<file path="src/hw/rtl/pvmc_pkg.sv">
// Shared types and constants for the priority vector magnitude clamp.
// Depends on nothing; every other file in hw/rtl refers to it by scoped names.
package pvmc_pkg;

  localparam int DATA_W    = 32;
  localparam int LIMIT_W   = 31;
  localparam int FRAC_BITS = 16;
  localparam int UNIT_BITS = 30;

  // Closeness threshold of 0.001 in raw fixed point, rounded.
  localparam int EPS_RAW = ((2 ** FRAC_BITS) + 500) / 1000;
  localparam logic [31:0] EPS_SQ = 32'(EPS_RAW * EPS_RAW);

  localparam int RAD_W  = 2 * DATA_W;
  localparam int ROOT_W = RAD_W / 2;
  localparam int NUM_W  = DATA_W + LIMIT_W;
  localparam int DEN_W  = ROOT_W;
  localparam int QUO_W  = LIMIT_W;

  typedef enum logic [2:0] {
    BR_FIT  = 3'd0,
    BR_SAT  = 3'd1,
    BR_EQ   = 3'd2,
    BR_ZERO = 3'd3,
    BR_QUAD = 3'd4
  } branch_t;

  typedef struct packed {
    logic signed [DATA_W-1:0] first_x;
    logic signed [DATA_W-1:0] first_y;
    logic signed [DATA_W-1:0] second_x;
    logic signed [DATA_W-1:0] second_y;
    logic [LIMIT_W-1:0]       limit;
  } item_t;

  typedef struct packed {
    logic signed [DATA_W-1:0] result_x;
    logic signed [DATA_W-1:0] result_y;
    branch_t                  branch;
  } result_t;

endpackage

</file>
<file path="src/hw/rtl/pvmc_sqrt_pipe.sv">
// Pipelined integer square root, one root bit per register stage.
// Depends on pvmc_pkg for the radicand and root widths.
module pvmc_sqrt_pipe (
  input  logic                          clk,
  input  logic                          en,
  input  logic [pvmc_pkg::RAD_W-1:0]    rad,
  output logic [pvmc_pkg::ROOT_W-1:0]   root
);

  localparam int REM_W = pvmc_pkg::ROOT_W + 2;

  typedef struct packed {
    logic [pvmc_pkg::RAD_W-1:0]  rad;
    logic [REM_W-1:0]            rem;
    logic [pvmc_pkg::ROOT_W-1:0] root;
  } step_t;

  // Bring down two radicand bits and try to set the next root bit.
  function automatic step_t sqrt_step(step_t s);
    logic [REM_W+1:0] cur;
    logic [REM_W+1:0] trial;
    step_t            n;
    cur   = {s.rem, s.rad[pvmc_pkg::RAD_W-1 -: 2]};
    trial = {2'b00, s.root, 2'b01};
    n.rad = s.rad << 2;
    if (cur >= trial) begin
      n.rem  = REM_W'(cur - trial);
      n.root = {s.root[pvmc_pkg::ROOT_W-2:0], 1'b1};
    end else begin
      n.rem  = cur[REM_W-1:0];
      n.root = {s.root[pvmc_pkg::ROOT_W-2:0], 1'b0};
    end
    return n;
  endfunction

  step_t st [pvmc_pkg::ROOT_W];
  step_t first;

  always_comb begin
    first.rad  = rad;
    first.rem  = '0;
    first.root = '0;
  end

  always_ff @(posedge clk) begin
    if (en) begin
      st[0] <= sqrt_step(first);
      for (int k = 1; k < pvmc_pkg::ROOT_W; k++) begin
        st[k] <= sqrt_step(st[k-1]);
      end
    end
  end

  assign root = st[pvmc_pkg::ROOT_W-1].root;

endmodule

</file>
<file path="config.mk">
export PLATFORM = sky130hd
export DESIGN_NAME = pvmc_sqrt_pipe
export DESIGN_NICKNAME = d
export VERILOG_FILES = /design/src/hw/rtl/pvmc_pkg.sv /design/src/hw/rtl/pvmc_sqrt_pipe.sv
export SDC_FILE = /design/constraint.sdc
export NUM_CORES = 2
export LEC_CHECK = 0
export BUFFER_PORTS_ARGS = -buffer_cell sky130_fd_sc_hd__clkbuf_2
export CELL_PAD_IN_SITES_DETAIL_PLACEMENT = 0
export CELL_PAD_IN_SITES_GLOBAL_PLACEMENT = 1
export CORE_UTILIZATION = 57
export DETAILED_ROUTE_END_ITERATION = 6
export MAX_ROUTING_LAYER = met4
export PLACE_DENSITY = 0.95
export SETUP_SLACK_MARGIN = 0.5
export SLEW_MARGIN = 20
export SYNTH_ARGS = -nofsm -noshare
export SYNTH_HDL_FRONTEND = slang
export SYNTH_MEMORY_MAX_BITS = 65536
export SYNTH_SLANG_ARGS = --single-unit
</file>
<file path="constraint.sdc">
create_clock -name clk -period 5.8 [get_ports clk]
set_input_delay 1.16 -clock clk [delete_from_list [all_inputs] [get_ports clk]]
set_output_delay 1.16 -clock clk [all_outputs]
set_load 0.01 [all_outputs]
</file>
==> impl_metrics.py <==
metrics = {
    "clock_tree": {
        "clkTransAtPathRegs_ns": 0.06,
        "htreeDepth": 5,
        "cts_buffer_depth": 4,
        "cts_setup_buffers": 0,
        "postCtsHoldBufs": 0,
        "cts_tree": "built",
        "clk_latency_ns": 0.91,
        "clock_sinks": 2523,
        "cts_resized": 0,
        "cts_buffers": 278,
        "root_buffer": "clkbuf_16",
    },
    "detailed_routing": {
        "drt_first_pass_iters": 6,
        "first_iter_violations": 5583,
        "drt-total-wl_mm": 240,
        "wl_per_cell_um": 19.6,
        "antenna_left": 0,
        "vias": 71006,
        "viasPerCell": 5.78,
        "drc": 0,
    },
    "placement": {
        "pre_cts_ws_ns": 1.84,
        "placed_cell_area_sq_mm": 0.122,
        "dp_hpwl_mm": 168,
        "gp_congestion": 0.931,
        "io_buffers": 97,
    },
    "global_routing": {
        "grt.overflow.total": 0,
        "grt_pass1_vias": 70380,
        "grtUsageTotal": 0.234,
        "grt_max_degree": 161,
        "antenna_found_initial": 2,
        "grt_first_pass_wirelength_mm": 377,
    },
    "critical_path": {
        "critPathLaunchType": "register",
        "cp_max_fo": 22,
        "required_ns": 6.41,
        "cp.arrival_ns": 4.72,
        "end_kind": "register",
        "criticalPathCategory": "register to register",
    },
    "floorplan": {
        "die_area_sq_mm": 0.209,
        "initial_core_util": 0.575,
        "io-pin-count": 98,
        "rows": 166,
        "die_w_um": 457,
        "core_area_sq_mm": 0.205,
        "fp.dieH_um": 457,
    },
    "final_layout": {
        "largest-register": "st",
        "most-common-layout-cells": "2,523 x edfxtp_1, 698 x inv_1, 645 x nand2_1",
        "largestRegisters": "st: 2523 flops",
        "final_nets": 10025,
        "final_cell_area_sq_mm": 0.130,
        "fillCellCount": 15034,
        "multi_input_area_sq_mm": 0.0388,
        "final_common_cell": "edfxtp_1",
        "seqCellArea_sq_mm": 0.0758,
        "fin_util": 0.636,
        "syn2layout_area_growth_pct": 10.6,
        "largest_register_ffs": 2523,
        "drive_gt1_frac": 0.0742,
    },
    "sta": {
        "maxSlewHeadroom": 0.154,
        "layout_setup_ws_ns": 1.69,
        "max_freq_mhz": 244,
        "skew_ns": 0.0675,
        "worstMarginPinSlew_ns": 1.26,
        "setup_viol": 0,
        "setup_tns_ns": 0,
        "min_period_over_period": 0.708,
        "timing.final.crit_period_ns": 4.11,
        "hold_viol": 0,
        "slew_viol_final": 0,
        "rsz0062_at_grt": "no",
    },
    "logic_synthesis": {
        "ys_ff_latch": 2523,
        "synthFlopType": "edfxtp_1",
        "syn_area_per_cell_sq_um": 12.9,
        "yosysSeqAreaShare": 0.642,
        "yosysWarnings": 0,
        "syn-cell-area_sq_mm": 0.118,
        "syn_nets": 9780,
        "yosysUniqueCellTypes": 97,
        "yosysTopAreaCell": "edfxtp_1",
        "syn_inst": 9152,
        "synth_top_area_frac": 0.642,
        "synth_edf_count": 2523,
        "synth_area_leaders": "edfxtp_1 64%, ha_1 6.0%, xnor2_1 3.3%",
        "async_flop_share": 0,
    },
    "power": {
        "power_density_mw_per_mm2": 400,
        "leakagePower_uw": 0.0498,
        "power_uw": 52200,
        "ir_worst_vdd_uv": 362,
    },
    "hold_path": {
        "holdCritPathClass": "register to register",
    },
    "run": {
        "cap_viol_max_count": 0,
    },
    "outcome": {
        "status": "finished clean",
    },
}
layer usage:
metal | wire length, um | up-vias | track usage
li1 | - | 34332 | -
met1 | 97800 | 34257 | 0.279
met2 | 122000 | 1838 | 0.402
met3 | 10200 | 579 | 0.0284
met4 | 10200 | 0 | 0.0961
met5 | 0 | - | -
power breakdown:
group	internal [uW]	leakage, uW	switching, uW
logic	4410	0.0213	6210
registers	23100	0.0243	1560
clock network	10100	0.00419	6820
total	37600	0.0498	14600
critical path, stage by stage, from the launching register on:
cell      delay (ns)
edfxtp_1        0.42
ha_1            0.40
nor2b_1         0.16
o21ai_0         0.09
a21boi_0        0.31
o211ai_1        0.12
a21boi_0        0.44
a211o_1         0.70
nand3_1         0.50
nor4b_1         0.55
xor2_1          0.13
per-stage QoR:
step	hold slack, ns	cells
after global placement	0.400	11805
after global routing	0.360	12274
after CTS	0.350	12272
final	0.368	12275
after floorplan	0.400	9152
after detailed placement	0.405	11805
synth_stat cells, drive strengths merged (31+ instances only):
library cell  instances
a21oi               591
xnor2               448
inv                 700
nor4                121
nor2b                77
nor2                568
nand2               645
nand3b               31
buf                  59
or2                  37
nand3               167
o21bai               64
or4                  59
nand4                95
nand2b               98
nor3                205
mux2                 83
and3                 42
ha                  562
a21o                227
o211ai               36
and2                 37
o21ai               478
o31ai                52
o21a                 89
xor2                408
clkbuf              149
a211oi               64
a31oi                50
or3                  91
edfxtp             2523
final cells by class:
class / count / share of cell area
inverter: 702 / 0.0202
tap: 2688 / 0.0258
sequential: 2523 / 0.581
timing repair buffer: 173 / 0.00984
antenna: 3 / 0.0000575
multi-input combinational: 5719 / 0.297
clock inverter: 131 / 0.0101
clock buffer: 336 / 0.0563
cell families after synthesis:
| logic type | after synthesis | share of synthesized area |
|---|---|---|
| buffers and inverters | 910 | 0.0303 |
| adders and majority gates | 562 | 0.0596 |
| xor gates and xnor gates | 856 | 0.0635 |
| AOI/OAI and AO/OA | 1861 | 0.0977 |
| other | 1 | 0.0000318 |
| and+or+nand+nor | 2343 | 0.0976 |
| muxes | 96 | 0.00902 |
| DFF | 2523 | 0.642 |
worst paths after layout:
path / from / endpoint / slack [ns] / cells past startpoint
min: st[0][993] / st[0][1123] / 0.37 / 0
max reg2reg: st[0][1056] / st[0][1214] / 1.69 / 10
min reg2reg: st[0][993] / st[0][1123] / 0.37 / 0
max: st[0][1056] / st[0][1214] / 1.69 / 10
Power figures use the tool's default switching activity.
